[src/hdl/ngga_pkg.sv]
// Shared types and fixed field widths for the GGA position parser.
// No dependencies; every other file of the block imports this package.
`timescale 1ns / 1ps

package ngga_pkg;

	localparam int LAT_W    = 30;
	localparam int LON_W    = 31;
	localparam int SAT_W    = 7;
	localparam int LATDEG_W = 31;
	localparam int LONDEG_W = 32;

	// Hemisphere letter code: none seen, first letter (N or E),
	// second letter (S or W), or anything else.
	typedef enum logic [1:0] {
		HEM_NONE,
		HEM_FIRST,
		HEM_SECOND,
		HEM_OTHER
	} hem_t;

	// One finished sentence as handed from the parser to the converter.
	typedef struct packed {
		logic [LAT_W-1:0] lat_raw;
		logic [LON_W-1:0] lon_raw;
		hem_t             ns;
		hem_t             ew;
		logic [SAT_W-1:0] sats;
		logic             overflow;
	} rec_t;

endpackage

[src/hdl/ngga_front.sv]
// Byte-level sentence parser: header match, field counting and number capture.
// Depends on ngga_pkg; emits one rec_t per carriage return inside a capture.
`timescale 1ns / 1ps

module ngga_front #(
	parameter int FRACTION_DIGITS = 5
) (
	input  logic          clk,
	input  logic          arst_n,
	input  logic          byte_take,
	input  logic [7:0]    rx_byte,
	output logic          rec_push,
	output ngga_pkg::rec_t rec_data
);
	import ngga_pkg::*;

	localparam logic [7:0]  CH_DOLLAR = 8'h24;
	localparam logic [7:0]  CH_COMMA  = 8'h2C;
	localparam logic [7:0]  CH_DOT    = 8'h2E;
	localparam logic [7:0]  CH_CR     = 8'h0D;
	localparam logic [7:0]  CH_ZERO   = 8'h30;
	localparam logic [7:0]  CH_NINE   = 8'h39;
	localparam logic [7:0]  CH_N      = 8'h4E;
	localparam logic [7:0]  CH_S      = 8'h53;
	localparam logic [7:0]  CH_E      = 8'h45;
	localparam logic [7:0]  CH_W      = 8'h57;
	localparam logic [23:0] MATCH_GGA = 24'h474741;

	localparam logic [3:0] FLD_LAT  = 4'd1;
	localparam logic [3:0] FLD_NS   = 4'd2;
	localparam logic [3:0] FLD_LON  = 4'd3;
	localparam logic [3:0] FLD_EW   = 4'd4;
	localparam logic [3:0] FLD_SATS = 4'd6;
	localparam logic [3:0] FLD_LAST = 4'd15;

	localparam logic [SAT_W-1:0] SAT_MAX = 7'd99;

	localparam longint unsigned SCALE    = 64'(10 ** FRACTION_DIGITS);
	localparam longint unsigned LAT_FULL = 64'd9000 * SCALE;
	localparam longint unsigned LON_FULL = 64'd18000 * SCALE;
	localparam logic [LAT_W-1:0] LAT_LIM =
		(LAT_FULL < 64'h3FFF_FFFF) ? LAT_W'(LAT_FULL) : {LAT_W{1'b1}};
	localparam logic [LON_W-1:0] LON_LIM =
		(LON_FULL < 64'h7FFF_FFFF) ? LON_W'(LON_FULL) : {LON_W{1'b1}};

	// Wide enough for ten times the largest accumulator plus one scaled digit.
	localparam int CO_W = LON_W + 5;

	function automatic logic [19:0] pow10_f(input logic [2:0] k);
		logic [19:0] r;
		case (k)
			3'd0:    r = 20'd1;
			3'd1:    r = 20'd10;
			3'd2:    r = 20'd100;
			3'd3:    r = 20'd1000;
			3'd4:    r = 20'd10000;
			3'd5:    r = 20'd100000;
			default: r = 20'd1000000;
		endcase
		return r;
	endfunction

	function automatic hem_t hem_next(input hem_t cur, input logic [7:0] c,
			input logic [7:0] first, input logic [7:0] second);
		hem_t r;
		if (cur != HEM_NONE) begin
			r = HEM_OTHER;
		end else if (c == first) begin
			r = HEM_FIRST;
		end else if (c == second) begin
			r = HEM_SECOND;
		end else begin
			r = HEM_OTHER;
		end
		return r;
	endfunction

	logic             capturing_q;
	logic [23:0]      recent_q;
	logic [3:0]       field_q;
	logic [LAT_W-1:0] lat_acc_q;
	logic [LON_W-1:0] lon_acc_q;
	logic [2:0]       frac_cnt_q;
	logic             point_q;
	logic             done_q;
	hem_t             ns_q;
	hem_t             ew_q;
	logic [SAT_W-1:0] sat_q;
	logic             ovf_q;

	logic             is_digit;
	logic [3:0]       digit;
	logic             on_lat;
	logic             frac_room;
	logic [2:0]       pow_idx;
	logic [LON_W-1:0] acc_sel;
	logic [LON_W-1:0] lim_sel;
	logic [CO_W-1:0]  v_int;
	logic [CO_W-1:0]  v_frac;
	logic [CO_W-1:0]  v_pick;
	logic             coord_ovf;
	logic [LON_W-1:0] coord_val;
	logic [9:0]       sat_v;

	assign is_digit  = (rx_byte >= CH_ZERO) && (rx_byte <= CH_NINE);
	assign digit     = 4'(rx_byte - CH_ZERO);
	assign on_lat    = (field_q == FLD_LAT);
	assign frac_room = (frac_cnt_q < 3'(FRACTION_DIGITS));
	assign pow_idx   = 3'(FRACTION_DIGITS - 1) - frac_cnt_q;

	// Latitude and longitude never update in the same byte, so one
	// accumulate-and-saturate path serves both.
	assign acc_sel = on_lat ? LON_W'(lat_acc_q) : lon_acc_q;
	assign lim_sel = on_lat ? LON_W'(LAT_LIM) : LON_LIM;
	assign v_int   = CO_W'(acc_sel) * CO_W'(10) + CO_W'(digit) * CO_W'(SCALE);
	assign v_frac  = CO_W'(acc_sel) + CO_W'(digit) * CO_W'(pow10_f(pow_idx));
	assign v_pick  = point_q ? v_frac : v_int;
	assign coord_ovf = (v_pick > CO_W'(lim_sel));
	assign coord_val = coord_ovf ? lim_sel : LON_W'(v_pick);

	assign sat_v = 10'(sat_q) * 10'd10 + 10'(digit);

	always_ff @(posedge clk or negedge arst_n) begin
		if (!arst_n) begin
			capturing_q <= 1'b0;
			recent_q    <= '0;
			field_q     <= '0;
			lat_acc_q   <= '0;
			lon_acc_q   <= '0;
			frac_cnt_q  <= '0;
			point_q     <= 1'b0;
			done_q      <= 1'b0;
			ns_q        <= HEM_NONE;
			ew_q        <= HEM_NONE;
			sat_q       <= '0;
			ovf_q       <= 1'b0;
		end else if (byte_take) begin
			if (rx_byte == CH_DOLLAR) begin
				capturing_q <= 1'b0;
			end else if (capturing_q) begin
				if (rx_byte == CH_CR) begin
					capturing_q <= 1'b0;
				end else if (rx_byte == CH_COMMA) begin
					if (field_q != FLD_LAST) begin
						field_q <= field_q + 4'd1;
					end
					frac_cnt_q <= '0;
					point_q    <= 1'b0;
					done_q     <= 1'b0;
				end else begin
					case (field_q)
						FLD_LAT, FLD_LON: begin
							if (!done_q) begin
								if (is_digit) begin
									if (!point_q || frac_room) begin
										if (point_q) begin
											frac_cnt_q <= frac_cnt_q + 3'd1;
										end
										if (on_lat) begin
											lat_acc_q <= LAT_W'(coord_val);
										end else begin
											lon_acc_q <= coord_val;
										end
										if (coord_ovf) begin
											ovf_q <= 1'b1;
										end
									end
								end else if (rx_byte == CH_DOT && !point_q) begin
									point_q <= 1'b1;
								end else begin
									done_q <= 1'b1;
								end
							end
						end
						FLD_NS: begin
							ns_q <= hem_next(ns_q, rx_byte, CH_N, CH_S);
						end
						FLD_EW: begin
							ew_q <= hem_next(ew_q, rx_byte, CH_E, CH_W);
						end
						FLD_SATS: begin
							if (!done_q) begin
								if (is_digit) begin
									if (sat_v > 10'(SAT_MAX)) begin
										sat_q <= SAT_MAX;
										ovf_q <= 1'b1;
									end else begin
										sat_q <= SAT_W'(sat_v);
									end
								end else begin
									done_q <= 1'b1;
								end
							end
						end
						default: begin
						end
					endcase
				end
			end else if (recent_q == MATCH_GGA) begin
				// The byte after the header opens the capture and is not parsed.
				capturing_q <= 1'b1;
				recent_q    <= '0;
				field_q     <= '0;
				lat_acc_q   <= '0;
				lon_acc_q   <= '0;
				frac_cnt_q  <= '0;
				point_q     <= 1'b0;
				done_q      <= 1'b0;
				ns_q        <= HEM_NONE;
				ew_q        <= HEM_NONE;
				sat_q       <= '0;
				ovf_q       <= 1'b0;
			end else begin
				recent_q <= {recent_q[15:0], rx_byte};
			end
		end
	end

	assign rec_push = byte_take && capturing_q && (rx_byte == CH_CR);

	assign rec_data.lat_raw  = lat_acc_q;
	assign rec_data.lon_raw  = lon_acc_q;
	assign rec_data.ns       = ns_q;
	assign rec_data.ew       = ew_q;
	assign rec_data.sats     = sat_q;
	assign rec_data.overflow = ovf_q;

endmodule

[src/hdl/ngga_queue.sv]
// Small first-in first-out queue of parsed sentences between parser and converter.
// Depends on ngga_pkg for the record type.
`timescale 1ns / 1ps

module ngga_queue #(
	parameter int DEPTH = 4
) (
	input  logic           clk,
	input  logic           arst_n,
	input  logic           wr_en,
	input  ngga_pkg::rec_t wr_data,
	output logic           full,
	input  logic           rd_en,
	output logic           rd_valid,
	output ngga_pkg::rec_t rd_data
);
	import ngga_pkg::*;

	localparam int PTR_W = $clog2(DEPTH);
	localparam int CNT_W = $clog2(DEPTH + 1);

	rec_t             mem_q [DEPTH];
	logic [PTR_W-1:0] wr_ptr_q;
	logic [PTR_W-1:0] rd_ptr_q;
	logic [CNT_W-1:0] count_q;

	function automatic logic [PTR_W-1:0] ptr_next(input logic [PTR_W-1:0] p);
		return (p == PTR_W'(DEPTH - 1)) ? '0 : p + PTR_W'(1);
	endfunction

	assign full     = (count_q == CNT_W'(DEPTH));
	assign rd_valid = (count_q != '0);
	assign rd_data  = mem_q[rd_ptr_q];

	always_ff @(posedge clk) begin
		if (wr_en) begin
			mem_q[wr_ptr_q] <= wr_data;
		end
	end

	always_ff @(posedge clk or negedge arst_n) begin
		if (!arst_n) begin
			wr_ptr_q <= '0;
			rd_ptr_q <= '0;
			count_q  <= '0;
		end else begin
			if (wr_en) begin
				wr_ptr_q <= ptr_next(wr_ptr_q);
			end
			if (rd_en) begin
				rd_ptr_q <= ptr_next(rd_ptr_q);
			end
			if (wr_en && !rd_en) begin
				count_q <= count_q + CNT_W'(1);
			end else if (rd_en && !wr_en) begin
				count_q <= count_q - CNT_W'(1);
			end
		end
	end

	a_no_write_when_full: assert property (@(posedge clk) disable iff (!arst_n)
		!(wr_en && full))
		else $error("sentence written into a full queue");

	a_no_read_when_empty: assert property (@(posedge clk) disable iff (!arst_n)
		rd_en |-> rd_valid)
		else $error("sentence popped from an empty queue");

endmodule

[src/hdl/ngga_back.sv]
// Degree converter: splits raw minutes into degrees and minutes by reciprocal
// multiplication with one correction step, scales to 1e7 and drives the result register.
// Uses ngga_pkg.
`timescale 1ns / 1ps

module ngga_back #(
	parameter int FRACTION_DIGITS = 5
) (
	input  logic                           clk,
	input  logic                           arst_n,
	input  logic                           rd_valid,
	input  ngga_pkg::rec_t                 rd_data,
	output logic                           rd_en,
	input  logic                           out_stall,
	output logic                           out_valid,
	output logic [ngga_pkg::LAT_W-1:0]     lat_minutes_raw,
	output logic                           lat_south,
	output logic [ngga_pkg::LON_W-1:0]     lon_minutes_raw,
	output logic                           lon_west,
	output logic [ngga_pkg::SAT_W-1:0]     satellites,
	output logic signed [ngga_pkg::LATDEG_W-1:0] lat_degrees,
	output logic signed [ngga_pkg::LONDEG_W-1:0] lon_degrees,
	output logic                           conversion_valid,
	output logic                           value_saturated
);
	import ngga_pkg::*;

	localparam longint unsigned DEG_SCALE   = 64'd10000000;
	localparam longint unsigned MIN_PER_DEG = 64'd60;
	localparam int SUM_W   = 31;
	localparam int WHOLE_W = 8;
	localparam int Y_W     = 30;
	localparam int Q2_W    = 24;
	localparam int R2_W    = 7;

	localparam longint unsigned SCALE  = 64'(10 ** FRACTION_DIGITS);
	localparam longint unsigned UNIT   = 64'd100 * SCALE;
	// Minutes times MIN_K, divided by 60, equals minutes * 1e7 / (60 * scale).
	localparam longint unsigned MIN_K  = DEG_SCALE / SCALE;
	// Floor reciprocals at 2^32; each estimate is the true quotient or one below it.
	localparam longint unsigned RECIP1 = (64'd1 << 32) / UNIT;
	localparam longint unsigned RECIP2 = (64'd1 << 32) / MIN_PER_DEG;

	localparam logic [LON_W-1:0] UNIT_W      = LON_W'(UNIT);
	localparam logic [R2_W-1:0]  SIXTY_W     = R2_W'(MIN_PER_DEG);
	localparam logic [SUM_W-1:0] LAT_DEG_MAX = SUM_W'(64'd90 * DEG_SCALE);
	localparam logic [SUM_W-1:0] LON_DEG_MAX = SUM_W'(64'd180 * DEG_SCALE);

	typedef enum logic [3:0] {
		S_IDLE,
		S_EST1,
		S_REM1,
		S_FIX1,
		S_MUL,
		S_EST2,
		S_REM2,
		S_ADD,
		S_FIN,
		S_DONE
	} state_t;

	state_t                state_q;
	rec_t                  rec_q;
	logic                  lon_phase_q;
	logic [WHOLE_W-1:0]    whole_q;
	logic [LON_W-1:0]      rem_q;
	logic [Y_W-1:0]        y_q;
	logic [Q2_W-1:0]       q2_q;
	logic [R2_W-1:0]       r2_q;
	logic [SUM_W-1:0]      whole_sc_q;
	logic [SUM_W-1:0]      sum_q;
	logic [LATDEG_W-1:0]   lat_deg_q;
	logic [LONDEG_W-1:0]   lon_deg_q;
	logic                  clamp_q;

	logic [LON_W-1:0]      raw_sel;
	logic [63:0]           prod1;
	logic [63:0]           prod2;
	logic [Y_W-1:0]        r2_full;
	logic                  neg;
	logic                  rec_ok;
	logic                  out_free;
	logic [SUM_W-1:0]      lim;
	logic                  over;
	logic [SUM_W-1:0]      v_cl;

	assign raw_sel  = lon_phase_q ? rec_q.lon_raw : LON_W'(rec_q.lat_raw);
	assign prod1    = 64'(raw_sel) * 64'(RECIP1);
	assign prod2    = 64'(y_q) * 64'(RECIP2);
	assign r2_full  = y_q - Y_W'(64'(q2_q) * MIN_PER_DEG);
	assign neg      = lon_phase_q ? (rec_q.ew == HEM_SECOND) : (rec_q.ns == HEM_SECOND);
	assign rec_ok   = ((rec_q.ns == HEM_FIRST) || (rec_q.ns == HEM_SECOND)) &&
	                  ((rec_q.ew == HEM_FIRST) || (rec_q.ew == HEM_SECOND));
	assign out_free = !out_valid || !out_stall;
	assign lim      = lon_phase_q ? LON_DEG_MAX : LAT_DEG_MAX;
	assign over     = (sum_q > lim);
	assign v_cl     = over ? lim : sum_q;
	assign rd_en    = (state_q == S_IDLE) && rd_valid;

	always_ff @(posedge clk or negedge arst_n) begin
		if (!arst_n) begin
			state_q          <= S_IDLE;
			rec_q            <= '0;
			lon_phase_q      <= 1'b0;
			whole_q          <= '0;
			rem_q            <= '0;
			y_q              <= '0;
			q2_q             <= '0;
			r2_q             <= '0;
			whole_sc_q       <= '0;
			sum_q            <= '0;
			lat_deg_q        <= '0;
			lon_deg_q        <= '0;
			clamp_q          <= 1'b0;
			out_valid        <= 1'b0;
			lat_minutes_raw  <= '0;
			lat_south        <= 1'b0;
			lon_minutes_raw  <= '0;
			lon_west         <= 1'b0;
			satellites       <= '0;
			lat_degrees      <= '0;
			lon_degrees      <= '0;
			conversion_valid <= 1'b0;
			value_saturated  <= 1'b0;
		end else begin
			if (out_valid && !out_stall && state_q != S_DONE) begin
				out_valid <= 1'b0;
			end
			case (state_q)
				S_IDLE: begin
					if (rd_valid) begin
						rec_q       <= rd_data;
						lon_phase_q <= 1'b0;
						clamp_q     <= 1'b0;
						state_q     <= S_EST1;
					end
				end
				S_EST1: begin
					whole_q <= prod1[32 +: WHOLE_W];
					state_q <= S_REM1;
				end
				S_REM1: begin
					rem_q   <= raw_sel - LON_W'(64'(whole_q) * UNIT);
					state_q <= S_FIX1;
				end
				S_FIX1: begin
					// The estimate may be one short; one compare and subtract settles it.
					if (rem_q >= UNIT_W) begin
						whole_q <= whole_q + WHOLE_W'(1);
						rem_q   <= rem_q - UNIT_W;
					end
					state_q <= S_MUL;
				end
				S_MUL: begin
					// Remainder is the minutes part; scale it for the divide by 60.
					whole_sc_q <= SUM_W'(32'(whole_q) * 32'(DEG_SCALE));
					y_q        <= Y_W'(64'(rem_q) * MIN_K);
					state_q    <= S_EST2;
				end
				S_EST2: begin
					q2_q    <= prod2[32 +: Q2_W];
					state_q <= S_REM2;
				end
				S_REM2: begin
					r2_q    <= r2_full[R2_W-1:0];
					state_q <= S_ADD;
				end
				S_ADD: begin
					sum_q   <= whole_sc_q + SUM_W'(q2_q) + SUM_W'(r2_q >= SIXTY_W);
					state_q <= S_FIN;
				end
				S_FIN: begin
					if (over) begin
						clamp_q <= 1'b1;
					end
					if (lon_phase_q) begin
						lon_deg_q <= neg ? LONDEG_W'(0) - LONDEG_W'(v_cl) : LONDEG_W'(v_cl);
						state_q   <= S_DONE;
					end else begin
						lat_deg_q   <= neg ? LATDEG_W'(0) - LATDEG_W'(v_cl) : LATDEG_W'(v_cl);
						lon_phase_q <= 1'b1;
						state_q     <= S_EST1;
					end
				end
				S_DONE: begin
					if (out_free) begin
						out_valid        <= 1'b1;
						lat_minutes_raw  <= rec_q.lat_raw;
						lat_south        <= (rec_q.ns == HEM_SECOND);
						lon_minutes_raw  <= rec_q.lon_raw;
						lon_west         <= (rec_q.ew == HEM_SECOND);
						satellites       <= rec_q.sats;
						lat_degrees      <= rec_ok ? lat_deg_q : '0;
						lon_degrees      <= rec_ok ? lon_deg_q : '0;
						conversion_valid <= rec_ok;
						value_saturated  <= rec_q.overflow || (rec_ok && clamp_q);
						state_q          <= S_IDLE;
					end
				end
				default: begin
					state_q <= S_IDLE;
				end
			endcase
		end
	end

	a_result_from_done: assert property (@(posedge clk) disable iff (!arst_n)
		$rose(out_valid) |-> $past(state_q == S_DONE))
		else $error("result raised outside the hand-off state");

	a_invalid_gives_zero: assert property (@(posedge clk) disable iff (!arst_n)
		(out_valid && !conversion_valid) |-> (lat_degrees == '0 && lon_degrees == '0))
		else $error("degrees reported for an unknown hemisphere");

	a_east_not_negative: assert property (@(posedge clk) disable iff (!arst_n)
		(out_valid && conversion_valid && !lon_west) |-> !lon_degrees[LONDEG_W-1])
		else $error("eastern longitude came out negative");

endmodule

[src/hdl/nmea_gga_position_parser_core.sv]
// Top level of the GGA position parser: byte parser, sentence queue, degree converter.
// Depends on ngga_pkg, ngga_front, ngga_queue and ngga_back.
`timescale 1ns / 1ps

// Channel   Direction  Handshake             Payload
// input     in         in_valid / in_stall   rx_byte
// output    out        out_valid / out_stall lat_minutes_raw, lat_south, lon_minutes_raw,
//                                            lon_west, satellites, lat_degrees,
//                                            lon_degrees, conversion_valid, value_saturated
//
// A byte is taken in every cycle that one is offered unless the queue is full; the
// parser updates its field state in that same cycle. A carriage return inside a capture
// places one finished sentence in a queue of QUEUE_DEPTH entries. The converter pops a
// sentence, then runs for each coordinate a reciprocal-multiply estimate, a remainder, a
// one-step correction, a scale, a second estimate and remainder, an add and a clamp, then
// hands the result off, then pops the next. in_stall rises only while the queue is full;
// out_stall holds the result register while the converter finishes the next sentence.
// Reset is asynchronous and active low and clears all parse state and the queue.

module nmea_gga_position_parser_core #(
	parameter int FRACTION_DIGITS = 5,
	parameter int QUEUE_DEPTH     = 4
) (
	input  logic                                 clk,
	input  logic                                 arst_n,
	input  logic                                 in_valid,
	output logic                                 in_stall,
	input  logic [7:0]                           rx_byte,
	output logic                                 out_valid,
	input  logic                                 out_stall,
	output logic [ngga_pkg::LAT_W-1:0]           lat_minutes_raw,
	output logic                                 lat_south,
	output logic [ngga_pkg::LON_W-1:0]           lon_minutes_raw,
	output logic                                 lon_west,
	output logic [ngga_pkg::SAT_W-1:0]           satellites,
	output logic signed [ngga_pkg::LATDEG_W-1:0] lat_degrees,
	output logic signed [ngga_pkg::LONDEG_W-1:0] lon_degrees,
	output logic                                 conversion_valid,
	output logic                                 value_saturated
);
	import ngga_pkg::*;

	// A byte transfer happens when the source offers a byte and the queue has room.
	// Stalling on a full queue for every byte keeps a closing carriage return
	// from ever finding no place for its sentence.
	logic byte_take;
	logic rec_push;
	rec_t rec_wr;
	logic q_full;
	logic q_rd_en;
	logic q_rd_valid;
	rec_t rec_rd;

	assign in_stall  = q_full;
	assign byte_take = in_valid && !q_full;

	// Front: header match, comma counting and saturating number capture.
	ngga_front #(
		.FRACTION_DIGITS(FRACTION_DIGITS)
	) u_front (
		.clk      (clk),
		.arst_n   (arst_n),
		.byte_take(byte_take),
		.rx_byte  (rx_byte),
		.rec_push (rec_push),
		.rec_data (rec_wr)
	);

	// The queue decouples byte parsing from the much slower degree conversion.
	ngga_queue #(
		.DEPTH(QUEUE_DEPTH)
	) u_queue (
		.clk     (clk),
		.arst_n  (arst_n),
		.wr_en   (rec_push),
		.wr_data (rec_wr),
		.full    (q_full),
		.rd_en   (q_rd_en),
		.rd_valid(q_rd_valid),
		.rd_data (rec_rd)
	);

	// Back: degrees and minutes split, scaling to 1e7, sign and clamp, result register.
	ngga_back #(
		.FRACTION_DIGITS(FRACTION_DIGITS)
	) u_back (
		.clk             (clk),
		.arst_n          (arst_n),
		.rd_valid        (q_rd_valid),
		.rd_data         (rec_rd),
		.rd_en           (q_rd_en),
		.out_stall       (out_stall),
		.out_valid       (out_valid),
		.lat_minutes_raw (lat_minutes_raw),
		.lat_south       (lat_south),
		.lon_minutes_raw (lon_minutes_raw),
		.lon_west        (lon_west),
		.satellites      (satellites),
		.lat_degrees     (lat_degrees),
		.lon_degrees     (lon_degrees),
		.conversion_valid(conversion_valid),
		.value_saturated (value_saturated)
	);

endmodule
[config.mk]
export PLATFORM = sky130hd
export DESIGN_NAME = nmea_gga_position_parser_core
export DESIGN_NICKNAME = d
export VERILOG_FILES = /design/src/hdl/ngga_pkg.sv /design/src/hdl/ngga_front.sv /design/src/hdl/ngga_queue.sv /design/src/hdl/ngga_back.sv /design/src/hdl/nmea_gga_position_parser_core.sv
export SDC_FILE = /design/constraint.sdc
export NUM_CORES = 2
export LEC_CHECK = 0
export BUFFER_PORTS_ARGS = -buffer_cell sky130_fd_sc_hd__buf_4
export CAP_MARGIN = 25
export CELL_PAD_IN_SITES_DETAIL_PLACEMENT = 0
export CELL_PAD_IN_SITES_GLOBAL_PLACEMENT = 1
export CORE_MARGIN = 3
export CORE_UTILIZATION = 47
export CTS_CLUSTER_DIAMETER = 150
export DETAILED_ROUTE_END_ITERATION = 7
export MAX_ROUTING_LAYER = met4
export PLACE_DENSITY = 0.8
export SYNTH_ARGS = -nofsm -noshare
export SYNTH_HDL_FRONTEND = slang
export SYNTH_SLANG_ARGS = --single-unit
[constraint.sdc]
create_clock -name clk -period 8.1 [get_ports clk]
set_input_delay 1.215 -clock clk [delete_from_list [all_inputs] [get_ports clk]]
set_output_delay 1.215 -clock clk [all_outputs]
set_load 0.05 [all_outputs]
==> results.ini <==
[outcome]
status = finished, final reports clean

[place]
dpl.hpwl_mm = 113.4
place_congestion = 0.8984
port_buffers = 148

[yosys]
netlist.area_leader.share_pct = 23.02
synth_area_per_cell_sq_um = 10.97
seq_area_frac_synth_pct = 37.87
synth_top_cells_by_area = dfrtp_1 23%, ha_1 15%, edfxtp_1 15%
yosys.area_share.simple_pct = 8.332
synth_ff_type = dfrtp_1
synth_top_family_by_area = adder cells
synth_adder_area_share_pct = 25.52
synth_xor_area_share_pct = 3.555
synth_compound_gate_area_share_pct = 11.85
yosysTopAreaCell = dfrtp_1
yosysMostFrequentCell = ha_1
synth-edff-count = 292
synthMuxAreaShare_pct = 7.395
async_reset_ff_share_pct = 65.03
synth_common_cells = 716 x ha_1, 675 x inv_1, 543 x dfrtp_1, 404 x nand2_1, 310 x o21ai_0
synth-seq-cells = 835
synthesis.instances = 5380
syn_nets = 6413
yosysWarnings = 0
synthesis.area_sq_um = 59030
synth_cell_types = 92

[drt]
viasPerCell = 5.563
wire_per_inst_um = 20.37
drt-initial-drc-count = 2679
vias = 40790
drtAntennaViolNets = 0
first_pass_iters = 5
wl_mm = 149.4
drcViolationCount = 0

[die]
initial_utilization_pct = 47.56
core_sq_um = 124100
die_h_um = 360.4
ios = 149
die-area_sq_um = 129900
die_w_um = 360.4
rows = 129

[sta]
final-setup-viol-count = 0
finClkSkew_ns = 0.06951
tightest_slew_ns = 1.036
min_period_ns = 7.846
holdWs_ns = 0.4504
fmax_ghz = 0.1275
period_share_pct = 96.87
maxSlewViolCount = 0
finalHoldViolations = 0
slew_headroom_pct = 30.74

[setup_path]
end_kind = register
slowest_stage = or4_1
timing.rr.start = u_front.field_q[0]
worst_setup_path_start_kind = register
cp_data_required_time_ns = 8.64
crit_path_max_incr_delay_ns = 0.53
cp_max_fo = 7
critical_path_class = reg -> reg
crit_top_cell = ha_1
crit_path_start = u_front.field_q[0]
arrival_ns = 8.38

[clocking]
cts_sinks = 835
insertion_delay_ns = 0.71
cts_root_buf = clkbuf_16
cts_buffers = 90
cts_tree = built
clkSlewWorstSetupHoldPaths_ns = 0.06
clk_path_buf_depth = 3
h-tree-depth = 3

[global_route]
grt_antenna_before_repair = 2
met3_usage_pct = 2.504
grt_pass1_vias = 41240
grt_pass1_wl_mm = 235.9
grt_use_total_pct = 23.59
grt_most_used_layer = met2
overflow = 0
grt_start_max_net_pins = 159
use_met2_pct = 38.14
gr-usage-met1_pct = 32.33

[final_layout]
area_delta_synth_final_pct = 13.04
post_route_cells_drive_above_1_share_pct = 15.31
diodes = 0
final_nets = 6651
fillerInstances = 10720

[run]
max_cap_violations = 0

[worst_hold_path]
hold_path.class = in -> async

==> metal layers <==
| layer | up-vias | part of all wire [%] | wire, um |
|---|---|---|---|
| li1 | 19430 | - | - |
| met1 | 20320 | 45 | 67950 |
| met2 | 880 | 48 | 71690 |
| met3 | 164 | 4.4 | 6555 |
| met4 | 0 | 2.1 | 3170 |
| met5 | - | 0 | 0 |
==> cells by family after synthesis <==
group,count (synthesis)
buf+inv,854
xor+xnor,238
simple gates,1037
fa+ha+maj,1021
compound gates,1077
flops,835
mux,318
==> sequential cells by signal (all words and copies together), names as in the netlist, 30 cells and up <==
register                cells
u_back.lon_minutes_raw     31
u_back.lat_degrees         31
u_front.lon_acc_q          31
u_back.lat_deg_q           31
u_back.rem_q               31
u_queue.mem_q             292
u_back.lon_degrees         32
u_back.rec_q               73
u_back.sum_q               31
u_front.lat_acc_q          30
u_back.lat_minutes_raw     30
u_back.lon_deg_q           32
==> metrics by stage <==
step                      instances  worst slack (ns)  area (sq um)  utilization [%]  TNS (ns)
after floorplan                5380            0.1167         59030                -         0
after global placement         7133           0.05942         62740            50.55         0
after detailed placement       7136           -0.1040         62790            50.59    -1.483
after CTS                      7309           0.02651         66070            53.23         0
after global routing           7332          -0.05359         66730            53.76   -0.2608
final                          7332            0.2538         66730            53.76         0
==> cell usage in the layout, fill, tap and decap left out, drive strengths merged, types with 116 or more instances in the layout <==
cell,Yosys,routed
a21oi,228,228
buf,30,319
clkbuf,144,116
dfrtp,543,543
edfxtp,292,292
fa,305,305
ha,716,716
inv,676,685
mux2,215,215
nand2,404,404
nor2,189,189
o21ai,329,329
xnor2,142,142
==> worst max-delay path, delay by kind of cell, from the launching register on <==
| family | cells | cell delay [ns] |
|---|---|---|
| compound gates | 12 | 2.02 |
| simple gates | 15 | 2.73 |
| mux | 1 | 0.14 |
| xor+xnor | 2 | 0.31 |
| buf+inv | 5 | 0.72 |
| fa+ha+maj | 5 | 1.34 |
| flops | 1 | 0.43 |
==> final timing paths <==
kind                            cells past startpoint  slack, ns                          to
worst max-delay path                               40       0.25       u_front.lat_acc_q[26]
worst min-delay path                                1       0.45         u_front.recent_q[3]
worst max register to register                     40       0.25       u_front.lat_acc_q[26]
worst min register to register                      1       0.47  u_back.lat_minutes_raw[28]
max in group asynchronous                           2       6.31   u_back.lat_minutes_raw[7]
min in group clk                                    1       0.47  u_back.lat_minutes_raw[28]
==> layout make-up <==
cell class	instances	area [sq um]	area share [%]
Multi-Input combinational cell	3691	33900	50.81
Clock buffer	115	2497	3.743
Tap cell	1637	2048	3.070
Inverter	680	2557	3.833
Clock inverter	54	734.5	1.101
Sequential cell	835	22370	33.52
Timing Repair Buffer	320	2624	3.932
==> repair_timing <==
action,4_1_cts,5_1_grt
cloned,0,1
hold buffers,0,0
resized for setup,5,85
setup buffers,4,19
pin swaps,1,43
setup endpoints to repair,37,62
Power is not shown: default switching activity piles up to over one toggle a cycle in this logic, so the estimate is an artifact.
